$ cat config.mk
export PLATFORM = sky130hd
export DESIGN_NAME = uart_tx_rx_ring_buffer
export DESIGN_NICKNAME = d
export VERILOG_FILES = /design/src/hdl/utrb_pkg.sv /design/src/hdl/utrb_ram.sv /design/src/hdl/utrb_ctrl.sv /design/src/hdl/uart_tx_rx_ring_buffer.sv
export VERILOG_INCLUDE_DIRS = /design/src /design/src/hdl
export SDC_FILE = /design/constraint.sdc
export NUM_CORES = 1
export LEC_CHECK = 0
export ABC_AREA = 1
export ABC_CLOCK_PERIOD_IN_PS = 3200
export BUFFER_PORTS_ARGS = -buffer_cell sky130_fd_sc_hd__buf_2
export CAP_MARGIN = 20
export CORE_UTILIZATION = 30
export CTS_CLUSTER_DIAMETER = 120
export DETAILED_ROUTE_END_ITERATION = 16
export MAX_ROUTING_LAYER = met4
export PLACE_DENSITY = 0.52
export SKIP_LAST_GASP = 1
export SYNTH_ARGS = -nofsm -noshare
export SYNTH_HDL_FRONTEND = slang
export SYNTH_SLANG_ARGS = --single-unit
$ cat constraint.sdc
create_clock -name clk -period 3.2 [get_ports clk]
set_input_delay 0.32 -clock clk [delete_from_list [all_inputs] [get_ports clk]]
set_output_delay 0.32 -clock clk [all_outputs]
set_load 0.01 [all_outputs]
$ cat src/hdl/uart_tx_rx_ring_buffer_assert.svh
// Assertion macros for the UART ring buffer block.
// Used by the top level; expects a clk and rst in scope.
`ifndef UART_TX_RX_RING_BUFFER_ASSERT_SVH
`define UART_TX_RX_RING_BUFFER_ASSERT_SVH

// same-cycle implication
`define UTRB_ASSERT_NOW(label, ante, cons, msg) \
  label: assert property (@(posedge clk) disable iff (rst) (ante) |-> (cons)) \
    else $error(msg);

// next-cycle implication
`define UTRB_ASSERT_NEXT(label, ante, cons, msg) \
  label: assert property (@(posedge clk) disable iff (rst) (ante) |=> (cons)) \
    else $error(msg);

`endif

$ cat src/hdl/utrb_pkg.sv
// Shared types and constants for the UART ring buffer block.
// No dependencies.
package utrb_pkg;

  localparam int TX_DEPTH = 16;
  localparam int RX_DEPTH = 16;
  localparam int TX_AW    = $clog2(TX_DEPTH);
  localparam int RX_AW    = $clog2(RX_DEPTH);

  localparam logic [TX_AW-1:0] TX_LAST = TX_AW'(TX_DEPTH - 1);
  localparam logic [RX_AW-1:0] RX_LAST = RX_AW'(RX_DEPTH - 1);

  typedef enum logic [1:0] {
    OP_PUSH   = 2'd0,
    OP_POP    = 2'd1,
    OP_STATUS = 2'd2,
    OP_IDLE   = 2'd3
  } op_t;

  // memory access for one ring
  typedef struct packed {
    logic             we;
    logic [TX_AW-1:0] waddr;
    logic [7:0]       wdata;
    logic             re;
    logic [TX_AW-1:0] raddr;
  } tx_req_t;

  typedef struct packed {
    logic             we;
    logic [RX_AW-1:0] waddr;
    logic [7:0]       wdata;
    logic             re;
    logic [RX_AW-1:0] raddr;
  } rx_req_t;

  // per-beat result flags, bytes come later from the memories
  typedef struct packed {
    logic       accepted;
    logic       pop;
    logic       send;
    logic       drop;
    logic       tie;
    logic [2:0] last_err;
    logic       eclr;
  } res_t;

endpackage

$ cat src/hdl/utrb_ram.sv
// Generic single-write, single-read synchronous RAM, registered read.
// No dependencies.
module utrb_ram #(
  parameter int DEPTH = 16,
  parameter int WIDTH = 8
) (
  input  logic                     clk,
  input  logic                     we,
  input  logic [$clog2(DEPTH)-1:0] waddr,
  input  logic [WIDTH-1:0]         wdata,
  input  logic                     re,
  input  logic [$clog2(DEPTH)-1:0] raddr,
  output logic [WIDTH-1:0]         rdata
);

  logic [WIDTH-1:0] mem [DEPTH];

  always_ff @(posedge clk) begin
    if (we) begin
      mem[waddr] <= wdata;
    end
  end

  // read data holds while re is low
  always_ff @(posedge clk) begin
    if (re) begin
      rdata <= mem[raddr];
    end
  end

endmodule

$ cat src/hdl/utrb_ctrl.sv
// Ring pointers, interrupt enable and error latch for the UART ring buffer.
// Depends on utrb_pkg.
module utrb_ctrl
  import utrb_pkg::*;
(
  input  logic       clk,
  input  logic       rst,
  input  logic       beat,
  input  op_t        op,
  input  logic [7:0] host_byte,
  input  logic       tx_empty,
  input  logic       rx_full,
  input  logic [2:0] err_bits,
  input  logic [7:0] rx_byte,
  output tx_req_t    tx_req,
  output rx_req_t    rx_req,
  output res_t       res
);

  logic [TX_AW-1:0] tx_head, tx_tail, tx_head_inc, tx_tail_inc;
  logic [RX_AW-1:0] rx_head, rx_tail, rx_head_inc, rx_tail_inc;
  logic             tie;
  logic [2:0]       err_latch;

  logic push_ok, pop_ok, send, tie_clr, store, drop, eclr, is_status;

  always_comb begin
    tx_head_inc = (tx_head == TX_LAST) ? '0 : tx_head + TX_AW'(1);
    tx_tail_inc = (tx_tail == TX_LAST) ? '0 : tx_tail + TX_AW'(1);
    rx_head_inc = (rx_head == RX_LAST) ? '0 : rx_head + RX_AW'(1);
    rx_tail_inc = (rx_tail == RX_LAST) ? '0 : rx_tail + RX_AW'(1);

    is_status = (op == OP_STATUS);
    push_ok   = (op == OP_PUSH) && (tx_head_inc != tx_tail);
    pop_ok    = (op == OP_POP) && (rx_tail != rx_head);
    send      = is_status && tx_empty && (tx_tail != tx_head);
    tie_clr   = is_status && tx_empty && (tx_tail == tx_head);
    store     = is_status && rx_full && (rx_head_inc != rx_tail);
    drop      = is_status && rx_full && (rx_head_inc == rx_tail);
    eclr      = is_status && (err_bits != 3'd0);

    tx_req.we    = beat && push_ok;
    tx_req.waddr = tx_head;
    tx_req.wdata = host_byte;
    tx_req.re    = beat && send;
    tx_req.raddr = tx_tail;

    rx_req.we    = beat && store;
    rx_req.waddr = rx_head;
    rx_req.wdata = rx_byte;
    rx_req.re    = beat && pop_ok;
    rx_req.raddr = rx_tail;

    res.accepted = push_ok || pop_ok;
    res.pop      = pop_ok;
    res.send     = send;
    res.drop     = drop;
    res.tie      = push_ok ? 1'b1 : (tie_clr ? 1'b0 : tie);
    res.last_err = eclr ? err_bits : err_latch;
    res.eclr     = eclr;
  end

  always_ff @(posedge clk) begin
    if (rst) begin
      tx_head   <= '0;
      tx_tail   <= '0;
      rx_head   <= '0;
      rx_tail   <= '0;
      tie       <= 1'b0;
      err_latch <= 3'd0;
    end else if (beat) begin
      if (push_ok) tx_head <= tx_head_inc;
      if (send)    tx_tail <= tx_tail_inc;
      if (store)   rx_head <= rx_head_inc;
      if (pop_ok)  rx_tail <= rx_tail_inc;
      tie       <= res.tie;
      err_latch <= res.last_err;
    end
  end

endmodule

$ cat src/hdl/uart_tx_rx_ring_buffer.sv
// UART transmit/receive ring buffer, top level.
// An input beat goes through stage 1 (memory read) and the output register.
// One item per cycle unless the sink stalls; at most one access per ring memory.
// Pointers are updated at input accept, so a following item sees them at once.
// Reset (rst, sync, active high) clears pointers, interrupt enable, error latch
// and the pipeline valids; ring memories are not cleared (read only once written).
module uart_tx_rx_ring_buffer
  import utrb_pkg::*;
(
  input  logic        clk,
  input  logic        rst,
  // input beat
  input  logic        s_tvalid,
  output logic        s_tready,
  // [7:0] host_byte, [8] tx_empty, [9] rx_full, [12:10] err_bits,
  // [20:13] rx_byte, [23:21] zero
  input  logic [23:0] s_tdata,
  // [1:0] op
  input  logic [1:0]  s_tuser,
  // result beat
  output logic        m_tvalid,
  input  logic        m_tready,
  // [0] accepted, [8:1] read_byte, [9] send_valid, [17:10] send_byte,
  // [18] rx_dropped, [19] tx_irq_enable, [22:20] last_error, [23] err_clear
  output logic [23:0] m_tdata
);

  `include "uart_tx_rx_ring_buffer_assert.svh"

  logic    s_beat;
  logic    s1_valid, s1_adv;
  res_t    res, s1_res;
  tx_req_t tx_req;
  rx_req_t rx_req;
  logic [7:0] tx_rdata, rx_rdata;

  // stage 1 holds the flags while the memory read lands; rdata holds
  // under stall because the read port is only enabled on an input beat
  assign s1_adv   = s1_valid && (!m_tvalid || m_tready);
  assign s_tready = !s1_valid || s1_adv;
  assign s_beat   = s_tvalid && s_tready;

  utrb_ctrl u_ctrl (
    .clk       (clk),
    .rst       (rst),
    .beat      (s_beat),
    .op        (op_t'(s_tuser)),
    .host_byte (s_tdata[7:0]),
    .tx_empty  (s_tdata[8]),
    .rx_full   (s_tdata[9]),
    .err_bits  (s_tdata[12:10]),
    .rx_byte   (s_tdata[20:13]),
    .tx_req    (tx_req),
    .rx_req    (rx_req),
    .res       (res)
  );

  utrb_ram #(.DEPTH(TX_DEPTH), .WIDTH(8)) u_tx_ram (
    .clk   (clk),
    .we    (tx_req.we),
    .waddr (tx_req.waddr),
    .wdata (tx_req.wdata),
    .re    (tx_req.re),
    .raddr (tx_req.raddr),
    .rdata (tx_rdata)
  );

  utrb_ram #(.DEPTH(RX_DEPTH), .WIDTH(8)) u_rx_ram (
    .clk   (clk),
    .we    (rx_req.we),
    .waddr (rx_req.waddr),
    .wdata (rx_req.wdata),
    .re    (rx_req.re),
    .raddr (rx_req.raddr),
    .rdata (rx_rdata)
  );

  always_ff @(posedge clk) begin
    if (rst) begin
      s1_valid <= 1'b0;
    end else if (s_beat) begin
      s1_valid <= 1'b1;
    end else if (s1_adv) begin
      s1_valid <= 1'b0;
    end
  end

  always_ff @(posedge clk) begin
    if (s_beat) begin
      s1_res <= res;
    end
  end

  // output register
  always_ff @(posedge clk) begin
    if (rst) begin
      m_tvalid <= 1'b0;
    end else if (s1_adv) begin
      m_tvalid <= 1'b1;
    end else if (m_tready) begin
      m_tvalid <= 1'b0;
    end
  end

  always_ff @(posedge clk) begin
    if (s1_adv) begin
      m_tdata <= {s1_res.eclr, s1_res.last_err, s1_res.tie, s1_res.drop,
                  s1_res.send ? tx_rdata : 8'd0, s1_res.send,
                  s1_res.pop ? rx_rdata : 8'd0, s1_res.accepted};
    end
  end

  // popped byte only on a granted pop
  `UTRB_ASSERT_NOW(a_pop_byte, m_tvalid && |m_tdata[8:1], m_tdata[0],
                   "read_byte without accept")
  // sent byte only with send_valid
  `UTRB_ASSERT_NOW(a_send_byte, m_tvalid && |m_tdata[17:10], m_tdata[9],
                   "send_byte without send_valid")
  // stalled stage 1 keeps its read data
  `UTRB_ASSERT_NEXT(a_s1_hold, s1_valid && !s1_adv,
                    s1_valid && $stable(tx_rdata) && $stable(rx_rdata),
                    "stage 1 lost data under stall")
  // an input beat always lands in stage 1
  `UTRB_ASSERT_NEXT(a_s1_fill, s_beat, s1_valid, "input beat not captured")

endmodule

# After elaboration in Yosys (flattened, before gate mapping)
# Memories as Yosys holds them, arrays and structs flattened. A register that Yosys moved wholly into a read port is not among the register bits.
# Cells that the tools add are included.
# word_totals
input_bits	30
n_memories	2
reg_bits	55
latch_bits	0
mem_bits_ro	0
ram_bits	256
wordCells	79
# mem_list
name	words	word_bits	rd	rd_clocked_by_memory_dff	wr	line_no	text
u_rx_ram.mem	16	8	1	1	1	utrb_ram.sv:16	logic [WIDTH-1:0] mem [DEPTH];
u_tx_ram.mem	16	8	1	1	1	utrb_ram.sv:16	
# op_classes
shift	0
reduce_logical	28
add_sub_neg	4
n_eq_ne	12
div_mod_pow	0
n_mux	15
bitwise	0
magnitude_cmp	0
mul	0
# op_table
cell	n
adder 4 x 1 -> 4 bit (second input constant)	4
equality test 4 bit (second input constant)	4
two-way mux 4 bit	4
inequality test 4 bit	4
logical AND 1 bit	15
two-way mux 1 bit	10
equality test 4 bit	2
AND reduction 2 bit	4
nonzero test 2 bit	2
logical OR 1 bit	3
two-way mux 3 bit	1
nonzero test 3 bit	1
equality test 2 x 1 -> 1 bit (second input constant)	1
equality test 2 bit (second input constant)	1
logical NOT 1 bit	2
logical NOT 2 bit	1

# Longest topological paths before layout
# Gate-level depths: netlist of run 1.
# depth
ltp_word	8
mapped_depth	12

# By module
# Synthesis of run 1 repeated with hierarchy kept, for this count alone.
# unflattened
hier_cells	1423
area_unflattened_um2	14465.1
# modules_own_cells
module	seq_area_each_um2	area_per_inst_um2	instances	cells_each
utrb_ram	4083.9	5846.9	2	551
utrb_ctrl	400.4	1567.8	1	242
uart_tx_rx_ring_buffer	1031.0	1203.7	1	79

# Worst setup path after synthesis of run 1
# Ideal clock, no wire load.
# synth_path
kind	register to register
start	register u_ctrl.rx_head[0]
end	memory u_rx_ram.mem[6][0], enable pin
setup_time_ps	383
synth_period_minus_slack_ps	2412
t_required_ps	2817
stages_incl_launch_ff	10
setup_slack_ps	788
n_path_buf	1
arrival_time_ps	2029
cell_sequence	dfxtp_1 inv_1 ha_1 xnor2_1 nand3_1 nor2_2 nand2_4 nand2_4 buf_6 nor3_1
# synth_via
elab_chain_cells	7
# synth_lines
item	line_no	text
start: declaration	utrb_ctrl.sv:21	logic [RX_AW-1:0] rx_head, rx_tail, rx_head_inc, rx_tail_inc;
start signal: assignment	utrb_ctrl.sv:74	if (store) rx_head <= rx_head_inc;
adder 4 x 1 -> 4 bit or equality test 4 bit (tied branches)	utrb_ctrl.sv:30	rx_head_inc = (rx_head == RX_LAST) ? '0 : rx_head + RX_AW'(1);
two-way mux 4 bit (*)	utrb_ctrl.sv:30	
net u_ctrl.rx_head_inc[1]	utrb_ctrl.sv:21	
inequality test 4 bit (*)	utrb_ctrl.sv:38	store = is_status && rx_full && (rx_head_inc != rx_tail);
logical AND 1 bit (*)	utrb_ctrl.sv:38	
logical AND 1 bit (*)	utrb_ctrl.sv:48	rx_req.we = beat && store;
two-way mux 1 bit (*)	utrb_ram.sv:19	if (we) begin
two-way mux 1 bit (not written as such) (*)	utrb_ram.sv:20	mem[waddr] <= wdata;
end: declaration	utrb_ram.sv:16	
# Mark *: on every way through the listed nets, which the timed path passes. The rest lies on a longest branch.

# Worst setup path after layout of run 1
# layout_path
start	register u_ctrl.rx_head[0]
end	memory u_rx_ram.mem[15][6], enable pin
# The elaborated chain is that of the path after synthesis.

==> run metrics, run 1 <==
DRC 0; CTS Hold Bufs 0; worst slew pin tran 0.801 ns; Avg WL per Cell ~17 um; CP Launch Type flop; critical path depth 8; Clock Tree Buf Depth 3; row cnt 76; dpl hpwl about 19000 um; critical path's slowest cell nor3_2; final net count around 1200; 1st-pass router iterations 5; Mapped Cells between 1000 and 1500; DR vias between 8000 and 9000; CP endpoint kind flop; final worst-path cycle share around four fifths; Synth Area in Compound Gates about a tenth; #FFs+latches synth 327; vias in the first global route roughly 7900; Final Hold Vio Count 0; setup bufs post-CTS 0; Worst Skew 0.0138 ns; clock power share a little over two fifths; number of I/O port buffers 52; simple-gate share of the synthesized area between 10% and 20%; gr usage total 14.1%; Initial Utilization between 30% and 40%; core area between 40000 and 50000 sq um; final setup vio count 0; hold depth 4; Slew Limit Fails 0; die height roughly 210 um; leakage 0.00543 uW; CP Cell Sequence inv_1, ha_1, xnor2_1, nand3_1, nor2_2, nand2_4, nand2_4, nor3_2; Synth async-reset ratio 0%; Worst Path Arrival around 2.7 ns; switching component of the power between 1500 and 2000 uW; # IOs 56; Clk pin slew, worst setup/hold paths around 0.06 ns; hold path start m_tready; # Max-Cap Violations 0; met2 usage between 20% and 30%; initial antenna violation count 0; part of the power in registers a little over half; status completed; Mean Syn Cell Area 12.3 sq um; slack of the worst reg-to-reg path between 0.6 and 0.7 ns; GR Util met1 a little under a fifth; post-synthesis mux area share 0%; hold slack roughly 0.094 ns; setup TNS 0 ns; Worst Hold End m_tvalid$_SDFFE_PP0P_; Vias/cell roughly 4.6; Main synth FF type edfxtp_1; proportion of layout cells with a drive suffix above 1 between 10% and 20%; Root Buffer Master clkbuf_16; Worst Path Buf+Inv 1; Seq/Total Area, Yosys around 72%; final wirelength approximately 30000 um; CP delay by family, top simple AND/OR/NAND/NOR gates; number of cells on the worst reg-to-reg path 8; PostCTS Resize Cnt 0; worst r2r dst u_rx_ram.mem[15][6]$_DFFE_PP_; final antenna-violating net count 0; Achievable Freq 395 MHz; cts bufs inserted 35; VDD IR max between 0.3 and 0.4 mV; cell mode on critical path nand2_4; largest fanout on the critical path 18; RR Startpoint u_ctrl.rx_head[0]$_SDFFE_PP0P_; Ant. Diodes 0; busiest layer in global routing met2; Hold Path Class input pin to flop; yosys warns 0; x dimension of the die ~210 um; CTS tree built; Worst slew margin around 46%; sw frac between 20% and 30%; number of flops mapped to enable cells by yosys ~310; first-pass GRT wire length 46600 um; Sinks on Clock Net roughly 330; Required @ worst endpoint about 3.4 ns; largest net degree at the start of global routing 66; H-tree levels 2; Final Critical Period about 2.5 ns; WS Path Type flop to flop; main combinational cell family by area after synthesis simple AND/OR/NAND/NOR gates; met3 global-route usage about 2.2%; RePlAce Congestion ~0.80; post-synth cell types 33; Mapped Nets around 1100; grt ovf 0; RSZ-0062 raised after global routing no; post-synthesis adder-cell area fraction 1.13%; Cell Int Power roughly 6900 uW; Iter 0 DRT Violations roughly 560; Synth Cell Area 13300 sq um; Comb pwr share ~3.6%; xor/xnor share of the synthesized area less than 1%; Skew-Pair Late Insertion Delay between 0.5 and 0.6 ns; Crit path largest cell delay ~0.64 ns; Die Area roughly 45000 sq um; Power Dens Cells ~570 nW/um^2; Area Overhead vs Synth 16.4%
-- worst register-to-register path, stage by stage, from the launching register on --
cell and delay (ns):
dfxtp_1 0.48, inv_1 0.15, ha_1 0.35, xnor2_1 0.13
nand3_1 0.09, nor2_2 0.06, nand2_4 0.10, nand2_4 0.15
nor3_2 0.64
-- cells in the final DEF, fill, tap and decap left out, types with 19 or more instances in the layout --
cell type  instances
edfxtp_1         305
nor2_1           180
o21ai_0          124
nand2_1          122
inv_1             59
buf_2             52
buf_4             48
nand3_1           46
clkbuf_16         35
nor3_1            32
o22ai_1           19
o211ai_1          19
dfxtp_1           19
-- layer usage --
layer  share of wire [%]  vias up
met5                   0        -
met2                  48      169
li1                    -     4043
met3                 4.3       43
met1                  46     3907
met4                 2.0        0
-- metrics by stage --
stage	utilization, %	setup WS, ns	std cells	area (sq um)	total power [uW]
6_report	35.6	0.668	1771	15400	8820
5_1_grt	35.6	0.508	1771	15400	9120
4_1_cts	35.6	0.663	1771	15400	8940
3_5_place_dp	33.2	0.655	1709	14400	5150
3_3_place_gp	33.2	0.698	1709	14400	5150
2_1_floorplan	-	0.788	1080	13300	5000
-- synthesized netlist by cell type, types with 5 or more instances --
cell      instances  area share (%)
ha_1             12             1.1
xnor2_1           6            0.40
buf_2            15            0.57
edfxtp_1        305              69
o221ai_1         13            0.86
nand3_1          46             1.7
a21oi_1          18            0.68
nand2_1         122             3.4
dfxtp_1          22             3.3
o211ai_1         19             1.1
o21ai_0         124             4.7
nand2_2           5            0.24
o22ai_1          19            0.90
inv_1            60             1.7
clkbuf_1         35            0.99
xor2_1            7            0.46
nor3_1           32             1.2
o32ai_1          16             1.1
nor2_1          180             5.1
-- area by class of cell --
| type | count | area (sq um) |
|---|---|---|
| Clock buffer | 43 | 916 |
| Clock inverter | 19 | 151 |
| Fill cell | 4266 | 27900 |
| Inverter | 65 | 244 |
| Multi-Input combinational cell | 632 | 3180 |
| Sequential cell | 327 | 9600 |
| Tap cell | 585 | 732 |
| Timing Repair Buffer | 100 | 621 |
-- worst max-delay path by stage --
stage	startpoint	end
after floorplan	u_ctrl.rx_head[0]$_SDFFE_PP0P_	u_rx_ram.mem[6][0]$_DFFE_PP_
after global placement	u_ctrl.rx_head[0]$_SDFFE_PP0P_	u_rx_ram.mem[15][1]$_DFFE_PP_
after detailed placement	u_ctrl.rx_head[0]$_SDFFE_PP0P_	u_rx_ram.mem[15][1]$_DFFE_PP_
after CTS	u_ctrl.rx_head[0]$_SDFFE_PP0P_	u_rx_ram.mem[15][6]$_DFFE_PP_
after global routing	u_ctrl.rx_head[0]$_SDFFE_PP0P_	u_rx_ram.mem[15][6]$_DFFE_PP_
final	u_ctrl.rx_head[0]$_SDFFE_PP0P_	u_rx_ram.mem[15][6]$_DFFE_PP_
-- cells by family after synthesis --
kind of cell / after synthesis
simple gates: 395
buf+inv: 121
fa+ha+maj: 12
flops: 327
compound gates: 212
xor+xnor: 13
-- power groups by stage --
| stage | combinational (uW) | sequential (uW) | clock, uW |
|---|---|---|---|
| floorplan | 162 | 4830 | 0 |
| global placement | 317 | 4830 | 0 |
| detailed placement | 321 | 4830 | 0 |
| CTS | 322 | 4740 | 3870 |
| global route | 354 | 4740 | 4030 |
| finish | 314 | 4740 | 3770 |
-- flip-flops by register name (all words and copies together) (netlist names) --
signal	flops
u_ctrl.tx_head	4
u_ctrl.rx_tail	4
u_ctrl.tie	1
s1_res	9
u_tx_ram.mem	128
m_tvalid	1
s1_valid	1
u_ctrl.err_latch	3
u_ctrl.tx_tail	4
u_rx_ram.rdata	8
u_rx_ram.mem	128
u_tx_ram.rdata	8
m_tdata	24
u_ctrl.rx_head	4
Note: power is estimated with default switching activity, not from simulation.
==> inputs of run 2 (changes only) <==
--- a/config.mk
+++ b/config.mk
@@ -7,14 +7,14 @@
 export NUM_CORES = 1
 export LEC_CHECK = 0
 export ABC_AREA = 1
-export ABC_CLOCK_PERIOD_IN_PS = 3200
+export ABC_CLOCK_PERIOD_IN_PS = 2200
 export BUFFER_PORTS_ARGS = -buffer_cell sky130_fd_sc_hd__buf_2
 export CAP_MARGIN = 20
 export CORE_UTILIZATION = 30
 export CTS_CLUSTER_DIAMETER = 120
 export DETAILED_ROUTE_END_ITERATION = 16
 export MAX_ROUTING_LAYER = met4
-export PLACE_DENSITY = 0.52
+export PLACE_DENSITY = 0.53
 export SKIP_LAST_GASP = 1
 export SYNTH_ARGS = -nofsm -noshare
 export SYNTH_HDL_FRONTEND = slang
==> constraint.sdc (replaced) <==
create_clock -name clk -period 2.2 [get_ports clk]
set_input_delay 0.22 -clock clk [delete_from_list [all_inputs] [get_ports clk]]
set_output_delay 0.22 -clock clk [all_outputs]
set_load 0.01 [all_outputs]
==> run 2 against run 1 <==
  * Sequential share of layout area fell by 2.4 points
  * Die area did not move
  * Count of clock-buffer cells in the layout fell by 2
  * Via count rose by 3.7%
  * Flip-flop and latch count did not move
  * Clock skew rose by 0.0022 ns
  * Clock power rose by 60%
  * Core utilization rose by 1.5 points
  * Combinational power rose by 57%
  * Wire length rose by 1.7%
  * Worst hold slack got worse by 0.027 ns
  * Critical path depth rose by 5
  * Critical endpoint is now u_rx_ram.mem[12][1]$_DFFE_PP_
==> run metrics, run 2 (same netlist as run 1, synthesis figures left out) <==
status completed; Required @ worst endpoint between 2 and 2.5 ns; CTS tree built; initial antenna violation count 0; hold slack 0.0669 ns; Worst slew margin between 50% and 60%; proportion of layout cells with a drive suffix above 1 20.4%; total power 13400 uW; largest fanout on the critical path 17; Iter 0 DRT Violations ~520; Slew Limit Fails 0; row cnt 76; Skew-Pair Late Insertion Delay ~0.53 ns; Initial Utilization 30.6%; Achievable Freq approximately 480 MHz; Final Critical Period between 2 and 2.5 ns; Top Registers u_rx_ram.mem: 128 flops, u_tx_ram.mem: 128 flops, m_tdata: 24 flops; # Max-Cap Violations 0; DR vias around 8500; setup TNS 0 ns; number of I/O port buffers between 50 and 60; x dimension of the die 212 um; 1st-pass router iterations 5; Vias/cell between 4 and 5; Avg WL per Cell 16.9 um; Util after Layout 37.1%; # IOs 56; Worst Path Arrival 2.31 ns; cts bufs inserted 36; vias in the first global route 8135; Final Hold Vio Count 0; Area Overhead vs Synth 21.1%; final setup vio count 0; DRC 0; RSZ-0062 raised after global routing no; final net count 1244; Sinks on Clock Net around 330; final worst-path cycle share around 95%; Clk pin slew, worst setup/hold paths around 0.060 ns; top routing layer used met4; met2 wire length around 14000 um; Clock Tree Buf Depth 3; first-pass GRT wire length 46900 um; Root Buffer Master clkbuf_16; gr usage total between 10 and 15%; FILL cells 4256; Power Dens Cells around 830 nW/um^2; CP endpoint kind flop; H-tree levels 2; CP Launch Type flop; leading cell type in the layout, fill and taps excluded edfxtp_1; Hold Path Class input pin to flop; met3 routed WL ~1400 um; most frequent cells in the layout edfxtp_1, nor2_1, o21ai_0; leakage around 0.0057 uW; WL met1 14100 um; VDD IR max roughly 0.43 mV; RePlAce Congestion 0.811; setup bufs post-CTS 0; final antenna-violating net count 0; dpl hpwl roughly 20000 um; WS Path Type flop to flop; Ant. Diodes 0; Worst Skew roughly 0.016 ns; final wirelength between 30000 and 40000 um; die height between 200 and 250 um; Die Area approximately 45000 sq um; core area 43400 sq um; largest net degree at the start of global routing 66; grt ovf 0; worst slew pin tran a little over 0.7 ns
-- run 2: repair_timing --
| item | CTS | global route |
|---|---|---|
| gates resized for setup | 3 | 27 |
| endpoints found under the setup margin | 16 | 140 |
| hold endpoints to repair | 1 | 0 |
| hold buffers | 1 | 0 |
| pin swaps | 0 | 0 |
-- run 2: cell type report --
cell class | count | area, sq um | share of cell area, %
tap | 585 | 732 | 4.55
multi-input combinational | 632 | 3330 | 20.7
timing repair buffer | 140 | 975 | 6.06
sequential | 327 | 9610 | 59.8
clock buffer | 41 | 930 | 5.78
clock inverter | 21 | 250 | 1.56
inverter | 65 | 244 | 1.52
-- run 2: critical path, cell delays in order (launching register included) --
cell and delay, ns:
dfxtp_2 0.34, buf_4 0.13, ha_1 0.20, inv_1 0.09
nand2_1 0.08, nand2_2 0.09, nand2_1 0.05, nand3_1 0.08
nor2_2 0.06, nand2_4 0.06, nand2_4 0.06, buf_8 0.17
nor3_1 0.14, buf_4 0.22
-- run 2: report_power, final --
| part | leakage, uW | switching [uW] | internal (uW) |
|---|---|---|---|
| combinational | 0.00220 | 346 | 146 |
| clock | 0.000578 | 2400 | 3630 |
| sequential | 0.00295 | 29.9 | 6860 |
| total | 0.00573 | 2770 | 10600 |
-- run 2: per-layer routing --
| metal | GRT usage (%) | vias to the layer above |
|---|---|---|
| met5 | - | - |
| met3 | 2.16 | 48 |
| met2 | 22.1 | 196 |
| met4 | 4.69 | 0 |
| li1 | - | 4116 |
| met1 | 18.8 | 4105 |
-- run 2: stage by stage --
step	setup WS [ns]	std cells	cell area (sq um)
final	0.119	1811	16100
after CTS	0.0354	1811	16000
after global routing	0.0172	1811	16100
after global placement	0.00991	1748	14800
after floorplan	-0.212	1080	13300
after detailed placement	0.00759	1748	14800
-- run 2: worst paths after layout --
check	startpoint	to	slack [ns]	cells after the start
min	s_tdata[16]	u_rx_ram.mem[11][3]$_DFFE_PP_	0.07	1
min reg2reg	s1_res[1]$_DFFE_PP_	m_tdata[20]$_DFFE_PP_	0.42	0
max	u_ctrl.rx_head[0]$_SDFFE_PP0P_	u_rx_ram.mem[12][1]$_DFFE_PP_	0.12	13
max reg2reg	u_ctrl.rx_head[0]$_SDFFE_PP0P_	u_rx_ram.mem[12][1]$_DFFE_PP_	0.12	13
